--- config.mk ---
export PLATFORM = sky130hd
export DESIGN_NAME = c3f_col_cell
export DESIGN_NICKNAME = d
export VERILOG_FILES = /design/src/sv/c3f_col_cell.sv
export SDC_FILE = /design/constraint.sdc
export NUM_CORES = 1
export LEC_CHECK = 0
export BUFFER_PORTS_ARGS = -buffer_cell sky130_fd_sc_hd__buf_2
export CAP_MARGIN = 20
export CORE_MARGIN = 2
export CORE_UTILIZATION = 30
export CTS_CLUSTER_DIAMETER = 200
export CTS_CLUSTER_SIZE = 30
export DETAILED_ROUTE_END_ITERATION = 10
export PLACE_DENSITY = 0.65
export SLEW_MARGIN = 40
export SYNTH_ARGS = -nofsm -noshare
export SYNTH_HDL_FRONTEND = slang
export SYNTH_SLANG_ARGS = --single-unit
--- constraint.sdc ---
create_clock -name clk_i -period 1.3 [get_ports clk_i]
set_clock_uncertainty 0.15 [all_clocks]
set_input_delay 0.26 -clock clk_i [delete_from_list [all_inputs] [get_ports clk_i]]
set_output_delay 0.26 -clock clk_i [all_outputs]
set_load 0.01 [all_outputs]
--- src/sv/c3f_col_cell.sv ---
// ----------------------------------------------------------------------------
// c3f_col_cell: one column of the 3x3 window
// Holds three pixel words, one per line, and hands them to the next cell.
// ----------------------------------------------------------------------------
module c3f_col_cell #(
  parameter int WORD_W = 32
) (
  input  logic                   clk_i,
  input  logic                   shift_i,
  input  logic [2:0][WORD_W-1:0] col_i,
  output logic [2:0][WORD_W-1:0] col_o
);

  logic [2:0][WORD_W-1:0] col_q;

  always_ff @(posedge clk_i) begin
    if (shift_i) begin
      col_q <= col_i;
    end
  end

  assign col_o = col_q;

endmodule

== Word-level counts from Yosys, hierarchy flattened ==
Index checks and enable logic that the tools add are counted.
Operators by class
  add/sub/neg operators: 0
  mux-type cells: 0
  bitwise logic cells: 0
  divide/modulo/power cells: 0
  eq/ne operators: 0
  multiply operators: 0
  reductions and logical operators: 0
  shift operators: 0
  magnitude comparators: 0
Storage, ports and cells
  input port bits: 98
  output and inout port bits: 96
  memories kept: 0
  bits in writable memories: 0
  memory bits (read-only): 0
  register bits: 96
  logic and storage cells: 3
  bits in latches: 0

== Longest topological paths before layout ==
  depth in word-level cells: 0
  mapped depth: 0
  gate-level depth less buffers: 0

== Least setup slack after synthesis ==
Ideal clock, no wire load.
  kind: reg-to-output
  start point: reg col_q (netlist bit col_o[0])
  end point: out col_o[0] (netlist name)
  path slack: 496 ps
  arrival: 394 ps
  required time: 890 ps
  cell stages (with the launch flop): 1
  path buffers: 0
  cell sequence: edfxtp_1
RTL lines
  from (decl): line 14  | logic [2:0][WORD_W-1:0] col_q;
  from (signal assigned): line 18  | col_q <= col_i;
  to (decl): line 11  | output logic [2:0][WORD_W-1:0] col_o
No word-level cell between the ends.

== Worst setup path in the final report ==
  start point: reg col_q (netlist bit col_o[12])
  end point: out col_o[12] (netlist name)
No word-level cell between the ends.

==> impl.org <==
** Die
- Effective utilization at floorplan :: 0.311
- Measured along the y axis, the die boundary spans 102 um.
- Width of the die :: 102 um
- Core region area :: 9280 sq um
- The initialized floorplan defines 35 standard-cell rows.
- Die Footprint :: 10,400 sq um
- In this run the count of I/O pins placed on the die edge is 194.

** Placed design
- Cell Area, Placed :: 4060 sq um
- The count of buffers added on input and output ports is 193.
- At the end of routability-driven placement, the weighted congestion stood at 0.658.
- HPWL after detailed placement :: 4480 um

** Pwr
- For this design the static power due to leakage is 2.24 nW.
- Across the VDD grid, the largest voltage drop is 654 uV.
- Pwr dens :: 1280 nW/um^2
- Final total power :: 6.70 mW

** Flow run
- Max-capacitance violation count :: 0

** Clocking
- Clock tree synthesis selected as its root buffer the cell sky130_fd_sc_hd__clkbuf_8.
- CTS tree :: yes
- Post-CTS clock slew at the launch and capture registers of the worst setup and hold paths :: 100 ps
- Total CTS buffers :: 9
- For this design, the sink count on the clock tree is 96.
- After clock tree synthesis, the setup repair step added 0 buffers.
- The clock passes through at most 2 buffers.
- H-tree depth :: 3

** Timing
- Worst-Margin Slew :: 247 ps
- Once routing completed, OpenROAD measured the worst setup slack at -16.2 ps.
- Setup repair after global routing could not meet its margin everywhere.
- Timing would allow up to 760 MHz.
- Count of endpoints failing setup in the final report :: 6
- Dividing the final minimum period by the clock period gives 1.01.
- Worst rel slew slack :: 0.835
- The final count of hold timing violations was 0.
- Worst hold slack after final layout :: 208 ps
- After layout, the minimum clock period comes to 1320 ps.
- The number of pins with negative max-slew slack in the final report was 0.

** GRT
- In the global route stage, overall resource usage came out at 0.135.
- Antenna violations before repair :: 0
- The first global-routing pass estimated 10,400 um of wire.
- The number of global-route vias before repair was 2,249.
- Grt ovf :: 0
- Entering global routing, the biggest net connects 46 pins.

** Route
- The routed layout has 2,081 vias.
- In the routed layout, each cell is associated on average with a via count of 3.90.
- Detailed routing placed a total of 4060 um of wire on met2.
- For this block, the initial DRC count from the detailed router was 38.
- For this run, design rule violations remaining after detail routing come to 0.
- Wires add up to 7530 um.
- The count of nets left with antenna violations once routing finished came out at 0.
- The pre-antenna-repair detailed-routing pass consisted of 4 iterations.
- Routed metal-1 wire length :: 2750 um
- Dividing the detail-routed wire length by the instance count gives 14.1 um.
- Metal3 WL :: 655 um
- The detailed router used layers up to and including met4.

** Worst hold path
- The tightest min-delay check is of the input port to flop type.

** Finish
- Finished layout cell area :: 5250 sq um
- Counting the fill cells in the layout gives 771.
- In the layout the tool counted multi-input logic cells amounting to 0.
- Final Net Count :: 497
- Compared with the post-synthesis result, the final layout area differs by 82.2%.
- Area taken by multi-input logic gates :: 0 sq um
- Layout cells sized above 1 :: 0.525
- The repair_antennas step left the layout with diodes totalling 0.
- The register with the most flip-flops in the layout has 96 of them.

** Synthesis
- Yosys printed 0 warnings.
- Synth Instances :: 96
- Each instance of the synthesized netlist takes up on average 30.0 sq um.
- Number of register bits inferred by synthesis :: 96
- Mapped Nets :: 194
- The synthesized netlist occupies a cell area of 2880 sq um.
- For this run, the register share of the synthesized area comes to 1.00.
- The number of different library cells used by synthesis comes to 1.

** Worst setup path
- STA puts the critical path data arrival time at 910 ps.
- Along the worst path, the maximum fanout reaches 1.
- Classification of the worst setup path :: flop to output port
- STA classifies the critical path endpoint as an output port.
- The critical path goes through buf_2.
- Critical path's top delay family :: flip-flops
- Crit path max-delay cell type :: sky130_fd_sc_hd__edfxtp_1
- For this run, the slowest stage of the critical path takes 400 ps.
- Worst endpoint required time :: 890 ps
- Startpoint types :: flop
- Critical path buffers and inverters :: 1

** Status
- The run finished, with violations left.
- The final reports fail on setup timing.
-- cell type report --
cell class / count / area, sq um / area share
Clock inverter: 7 / 101 / 0.0193
Sequential cell: 96 / 2880 / 0.549
Tap cell: 129 / 161 / 0.0307
Timing Repair Buffer: 292 / 1980 / 0.378
Clock buffer: 9 / 124 / 0.0236
-- per-layer routing --
layer | GRT usage | up-vias
li1 | - | 994
met1 | 0.129 | 969
met2 | 0.249 | 112
met3 | 0.0616 | 6
met4 | 0.0564 | 0
met5 | 0 | -
-- worst paths after layout --
path	from	endpoint	slack [ps]	cells past startpoint
hold / removal	shift_i	col_o[36]$_DFFE_PP_	210	2
setup / recovery	col_o[12]$_DFFE_PP_	col_o[12]	-20	1
-- report_power, final --
part | internal [mW] | total, mW | switching (mW)
registers | 3.67 | 3.73 | 0.0588
logic | 0.459 | 0.816 | 0.357
clock network | 1.11 | 2.16 | 1.05
-- layout by cell type, fill, tap and decap left out --
master / instances
sky130_fd_sc_hd__bufinv_16: 2
sky130_fd_sc_hd__inv_6: 2
sky130_fd_sc_hd__buf_12: 2
sky130_fd_sc_hd__buf_2: 191
sky130_fd_sc_hd__edfxtp_1: 96
sky130_fd_sc_hd__clkinv_2: 1
sky130_fd_sc_hd__clkinvlp_4: 1
sky130_fd_sc_hd__clkbuf_8: 9
sky130_fd_sc_hd__buf_4: 2
sky130_fd_sc_hd__inv_8: 1
sky130_fd_sc_hd__dlygate4sd3_1: 96
sky130_fd_sc_hd__buf_6: 1
-- repair_timing --
item,in CTS,in global routing
resized for setup,0,1
hold buffers,96,0
setup endpoints to repair,59,95
hold endpoints to repair,96,0
-- cell usage after synthesis --
cell type	n	area share
sky130_fd_sc_hd__edfxtp_1	96	1.0
-- through the flow --
step	setup TNS (ps)	worst slack (ps)	cells	util
final	-53.6	-16.2	533	0.566
after global routing	-3280	-76.4	533	0.566
after CTS	-879	-42.0	533	0.565
after detailed placement	0	175	421	0.437
after global placement	0	193	421	0.437
after floorplan	0	496	96	-
-- cells by family after synthesis --
kind of cell  share of synthesized area
flip-flops                         1.00
No activity file was read; power rests on OpenSTA's default activity.
