**src/sv/c3f_pkg.sv**
```systemverilog
// ----------------------------------------------------------------------------
// c3f_pkg: shared types and constants of the 3x3 image filter
// Register codes, window tap geometry and the per-beat control record that
// travels down the filter pipeline.
// ----------------------------------------------------------------------------
package c3f_pkg;

  localparam int CFG_DATA_W = 48;
  localparam int CFG_IDX_W  = 3;
  localparam int TAPS       = 9;
  localparam int COEF_W     = 16;
  localparam int FRAC_BITS  = 12;
  localparam int PROD_W     = 25;
  localparam int ROW_SUM_W  = 27;
  localparam int TOTAL_W    = 29;

  typedef enum logic [CFG_IDX_W-1:0] {
    REG_COEF_TOP = 3'd0,
    REG_COEF_MID = 3'd1,
    REG_COEF_BOT = 3'd2,
    REG_WIDTH    = 3'd3,
    REG_HEIGHT   = 3'd4,
    REG_CHANNELS = 3'd5
  } c3f_reg_e;

  localparam logic [47:0] COEF_RST     = 48'd0;
  localparam logic [10:0] WIDTH_RST    = 11'd512;
  localparam logic [12:0] HEIGHT_RST   = 13'd512;
  localparam logic [2:0]  CHANNELS_RST = 3'd4;

  // Window tap k sits at row k/3 and column k%3. Row 0 holds the newest line
  // (dy = +1), column 0 the newest pixel (dx = +1); tap 4 is the centre.
  localparam logic [1:0] TAP_ROW [TAPS] = '{2'd0, 2'd0, 2'd0, 2'd1, 2'd1, 2'd1,
                                            2'd2, 2'd2, 2'd2};
  localparam logic [1:0] TAP_COL [TAPS] = '{2'd0, 2'd1, 2'd2, 2'd0, 2'd1, 2'd2,
                                            2'd0, 2'd1, 2'd2};
  localparam int CENTRE_TAP = 4;

  typedef struct packed {
    logic       vld;
    logic       border;
    logic       fend;
    logic [3:0] fmask;
  } c3f_meta_t;

endpackage

```
**src/sv/c3f_lane.sv**
```systemverilog
// ----------------------------------------------------------------------------
// c3f_lane: multiply-accumulate lane for one colour channel
// Nine products, then three line sums, then magnitude, scale and clip.
// ----------------------------------------------------------------------------
module c3f_lane (
  input  logic                                             clk_i,
  input  logic                                             en_i,
  input  logic [c3f_pkg::TAPS-1:0][7:0]                    pix_i,
  input  logic [c3f_pkg::TAPS-1:0][c3f_pkg::COEF_W-1:0]    wgt_i,
  output logic [7:0]                                       res_o
);

  logic signed [c3f_pkg::PROD_W-1:0]    prod_q [c3f_pkg::TAPS];
  logic signed [c3f_pkg::ROW_SUM_W-1:0] row_q  [3];
  logic signed [c3f_pkg::TOTAL_W-1:0]   total;
  logic        [c3f_pkg::TOTAL_W-1:0]   mag;
  logic        [c3f_pkg::TOTAL_W-1:0]   scaled;

  always_ff @(posedge clk_i) begin
    if (en_i) begin
      for (int k = 0; k < c3f_pkg::TAPS; k++) begin
        prod_q[k] <= $signed({1'b0, pix_i[k]}) * $signed(wgt_i[k]);
      end
      for (int r = 0; r < 3; r++) begin
        row_q[r] <= {{2{prod_q[3*r][c3f_pkg::PROD_W-1]}}, prod_q[3*r]}
                  + {{2{prod_q[3*r+1][c3f_pkg::PROD_W-1]}}, prod_q[3*r+1]}
                  + {{2{prod_q[3*r+2][c3f_pkg::PROD_W-1]}}, prod_q[3*r+2]};
      end
    end
  end

  always_comb begin
    total = {{2{row_q[0][c3f_pkg::ROW_SUM_W-1]}}, row_q[0]}
          + {{2{row_q[1][c3f_pkg::ROW_SUM_W-1]}}, row_q[1]}
          + {{2{row_q[2][c3f_pkg::ROW_SUM_W-1]}}, row_q[2]};
    mag    = total[c3f_pkg::TOTAL_W-1] ? c3f_pkg::TOTAL_W'(-total) : c3f_pkg::TOTAL_W'(total);
    scaled = mag >> c3f_pkg::FRAC_BITS;
    res_o  = (scaled > c3f_pkg::TOTAL_W'(255)) ? 8'd255 : scaled[7:0];
  end

endmodule

```
**config.mk**
```make
export PLATFORM = sky130hd
export DESIGN_NAME = c3f_lane
export DESIGN_NICKNAME = d
export VERILOG_FILES = /design/src/sv/c3f_pkg.sv /design/src/sv/c3f_lane.sv
export SDC_FILE = /design/constraint.sdc
export NUM_CORES = 2
export LEC_CHECK = 0
export ABC_AREA = 1
export BUFFER_PORTS_ARGS = -buffer_cell sky130_fd_sc_hd__buf_4
export CELL_PAD_IN_SITES_DETAIL_PLACEMENT = 0
export CELL_PAD_IN_SITES_GLOBAL_PLACEMENT = 1
export CORE_ASPECT_RATIO = 1.2
export CORE_MARGIN = 2
export CORE_UTILIZATION = 35
export DETAILED_ROUTE_END_ITERATION = 8
export GPL_ROUTABILITY_DRIVEN = 0
export PLACE_DENSITY = 0.6
export SLEW_MARGIN = 20
export SYNTH_ARGS = -nofsm -noshare
export SYNTH_HDL_FRONTEND = slang
export SYNTH_SLANG_ARGS = --single-unit
```
**constraint.sdc**
```tcl
create_clock -name clk_i -period 6.3 [get_ports clk_i]
set_input_delay 0.945 -clock clk_i [delete_from_list [all_inputs] [get_ports clk_i]]
set_output_delay 0.945 -clock clk_i [all_outputs]
set_load 0.01 [all_outputs]
```
# Word level (Yosys, flattened, before mapping)
# Memory sizes are Yosys's and may differ from the RTL's.
# Index checks and enable logic that the tools add are counted.
dict set report op_classes {
  addsub 9
  n_mul 9
  n_lt_le_gt_ge 1
  n_mux 4
}
# cell count
set ops {}
lappend ops {{$mul 9x16->25} 9}
lappend ops {{$add 26x25->27} 3}
lappend ops {{$add 25x25->26} 3}
lappend ops {{$add 28x27->29} 1}
lappend ops {{$mux 29} 1}
lappend ops {{$neg 29->29} 1}
lappend ops {{$add 27x27->28} 1}
lappend ops {{$gt 17x8->1 const B} 1}
lappend ops {{$mux 8} 1}
lappend ops {{$mux 1} 2}
dict set report word_totals {
  register_bits 0
  ram_bits 306
  input_bits 218
  output_inout_bits 8
  word_cells 25
  n_memories 2
}
# memory words width read_ports rd_ports_with_merged_regs write_ports line_no
set memory_table {}
lappend memory_table {prod_q 9 25 9 0 9 c3f_lane.sv:13} ;# logic signed [c3f_pkg::PROD_W-1:0] prod_q [c3f_pkg::TAPS];
lappend memory_table {row_q 3 27 3 0 3 c3f_lane.sv:14} ;# logic signed [c3f_pkg::ROW_SUM_W-1:0] row_q [3];

# Longest topological paths before layout
# An unclocked memory read counts as a cell.
dict set report depth {
  depth_word 7
  depth_mapped 27
}

# Worst setup path after synthesis
# Ideal clock, no wire load.
dict set report synth_timing {
  path_type {input to register}
  from {input port pix_i[0] (netlist name)}
  to {memory prod_q[0][22] (netlist name) (data pin)}
  arrival_time_ns 5.554
  required_time_ns 6.048
  path_slack_ns 0.494
  stages 22
  n_path_buf 2
  cell_sequence {clkbuf_1 > clkbuf_1 > nand2_1 > fa_1 > inv_1 > fa_1 > inv_1 > fa_1 > inv_1 > fa_1 > ha_1 > nand2_1 > o21ai_0 > nor2_1 > o21ai_0 > a31oi_1 > o21ai_0 > a21boi_0 > o21ai_0 > nand2_1 > nand3_1 > nand2_1}
}
# item line_no
set synth_lines {}
lappend synth_lines {{start, declared} c3f_lane.sv:8} ;# input logic [c3f_pkg::TAPS-1:0][7:0] pix_i,
lappend synth_lines {{end, declared} c3f_lane.sv:13}

==> out/results.md <==
| Item | Value | Unit |
|:---|:---|:---|
| Syn_area_per_cell | 8.24 | um2 |
| Run status | finished, final reports clean | - |
| Synthesized-area fraction occupied by adder cells | 45.9 | % |
| Setup TNS Final | 0 | ps |
| Core area | 170000 | um2 |
| Most frequent cell after synthesis | inv_1 | - |
| Most used cell, CP | nand2_1 | - |
| CP arrival | 4900 | ps |
| Cell type of the slowest stage on the worst timing path | fa_1 | - |
| Antenna violations before repair | 21 | - |
| Total clock sinks | 306 | - |
| Area taken by multi-input logic gates | 40900 | um2 |
| Clock transition at the registers of the reported paths | 60 | ps |
| Width of the die | 381 | um |
| Worst Tran Pin Value | 890 | ps |
| Total length of routed wires | 150 | mm |
| Maximum buffer depth of the clock tree | 3 | - |
| Overall die area | 174000 | um2 |
| Multiplexer area fraction after synthesis | 0 | % |
| Count of filler cells inserted in the layout | 17835 | - |
| Share of final-layout standard cells stronger than drive strength 1 | 4.54 | % |
| Total area of sequential cells | 9190 | um2 |
| Wire length of the first global-routing pass | 249 | mm |
| I/O pin total | 226 | - |
| Combinational family with the most area after synthesis | adder cells | - |
| Synth cell types | 42 | - |
| Detailed-route DRC error count | 0 | - |
| Type of the setup path with the least slack | flop to primary output | - |
| Quantity of gates resized following cts | 0 | - |
| RSZ-0062 raised after global routing | false | - |
| Synthesized cell area | 59700 | um2 |
| Sum of net half-perimeters after detailed placement | 128 | mm |
| Pre-antenna DRT Iters | 5 | - |
| Die Ht | 456 | um |
| Root Driver | clkbuf_16 | - |
| Cell types with the highest counts after synthesis | inv_1, nand2_1, fa_1, ha_1, edfxtp_1 | - |
| Vias in the first global route | 45874 | - |
| GRT Util Overall | 17.9 | % |
| Clock buffers created by TritonCTS | 35 | - |
| TritonCTS clock tree | done | - |
| Async SR Flop Fraction | 0 | % |
| Ys flop type | edfxtp_1 | - |
| Number of buffers and inverters on the critical path | 4 | - |
| Largest cells by area after synthesis | fa_1, edfxtp_1, inv_1 | - |
| Share of synthesized area occupied by flip-flops and latches | 15.4 | % |
| Crit Path Max Fanout | 8 | - |
| DR WL/cell | 15.8 | um |
| Worst slew margin relative to its limit | 40.7 | % |
| Post-synthesis share of cell area spent on and, or, nand and nor gates | 13.5 | % |
| Hold violation count in the final report | 0 | - |
| Longest individual stage delay on the worst path | 550 | ps |
| CP Capture Type | primary output | - |
| Final setup vio count | 0 | - |
| Cells on Worst Hold Path | 2 | - |
| Achievable frequency | 171 | MHz |
| Stages on the worst setup path | 25 | - |
| Total number of vias | 42418 | - |
| Data required time of the critical path | 5350 | ps |
| Clock latency on the worst-skew pair | 550 | ps |
| Hold crit path type | flop to flop | - |
| Post-route fraction of the period consumed by the critical path | 92.8 | % |
| Fin. max-slew vios | 0 | - |
| Xor-xnor portion of the synthesized cell area | 4.29 | % |
| Kind of cell adding the most delay to the critical path | simple AND/OR/NAND/NOR gates | - |
| Final-stage net count | 9019 | - |
| Cell taking the most area after synthesis | fa_1 | - |
| Final critical-path required period | 5840 | ps |
| Row count | 166 | - |
| Sum of overflow across all layers after global routing | 0 | - |
| Number of H-tree levels | 2 | - |
| Maximum clock skew at final layout | 18.0 | ps |
| DR iter-0 viols | 1857 | - |
| Synth Area in Compound Gates | 4.90 | % |
| EDFF count, synth | 306 | - |
| Fraction of post-synthesis cell area in the top cell type by area | 34.3 | % |
| Startpoint class of the critical path | flop | - |
| Largest net degree at the start of global routing | 139 | - |
| Starting density of the core | 35.1 | % |
| Max-cap violations | 0 | - |
| Area growth from synthesis to final layout | 7.52 | % |
| Setup slack, reg-to-reg | 2240 | ps |
| Cell count of the worst reg-to-reg path | 12 | - |
| Number of synthesized register bits | 306 | - |
| Post CTS Setup Buffer Count | 0 | - |
| Post-detailed-route via-to-cell ratio | 4.46 | - |
| Hold_buf cts | 0 | - |
| Total nets after synthesis | 9038 | - |
| Total of warnings raised by yosys | 0 | - |
| Count of input and output buffers | 225 | - |
| Final ANT Viol Nets | 0 | - |
| Cell count after synthesis | 7244 | - |
## cells in the final DEF, fill, tap and decap left out, types with 17 or more instances in the layout
master,count
nand2_1,1668
clkbuf_16,35
xor2_1,156
o21ai_0,131
nor3_1,17
buf_4,232
xnor2_1,136
edfxtp_1,306
nor2_1,112
nand2_2,17
a21oi_1,302
ha_1,552
inv_1,2232
fa_1,1024
nand3_1,111
nand4_1,24
## tightest hold or removal path, stage by stage (launching register included)
cell	delay, ps
edfxtp_1	340
fa_1	160
ha_1	140
## routing by layer
layer,track usage (%),share of wire [%],vias to the layer above
li1,-,-,20949
met1,25.1,48,20874
met2,30.7,48,457
met3,1.55,2.7,108
met4,2.57,1.2,30
met5,0,0.12,-
## kinds of logic (layout without fill, tap and decap cells)
family / count (synthesis) / count (layout)
other cells: 0 / 5
simple gates: 2007 / 2007
compound gates: 536 / 536
buf+inv: 2527 / 2530
flops: 306 / 306
fa+ha+maj: 1576 / 1576
xor+xnor: 292 / 292
## metrics by stage
stage	worst slack, ps	std cells	area, um2	utilization [%]	hold slack, ps
global route	90.0	9520	64200	37.8	767
global placement	370	9456	63100	37.2	756
finish	457	9520	64200	37.8	754
floorplan	494	7244	59700	-	680
detailed placement	370	9456	63100	37.2	746
CTS	367	9515	64200	37.8	733
## flip-flops by register name, indices dropped and copies added (netlist names)
register / count
row_q: 81
prod_q: 225
## cell type report
class	instances	area share (%)
Sequential cell	306	14.3
Clock buffer	39	1.39
Inverter	2237	13.1
Antenna cell	5	0.0195
Tap cell	2268	4.42
Multi-Input combinational cell	4411	63.8
Timing Repair Buffer	234	2.77
Clock inverter	20	0.197
## final timing paths
check | to | from
hold / removal | row_q[0][1] | prod_q[0][51]
setup reg to reg | row_q[0][23] | prod_q[0][26]
setup / recovery | res_o[6] | row_q[0][28]
hold reg to reg | row_q[0][1] | prod_q[0][51]
Power is not shown: default switching activity piles up to over one toggle a cycle in this logic, so the estimate is an artifact.
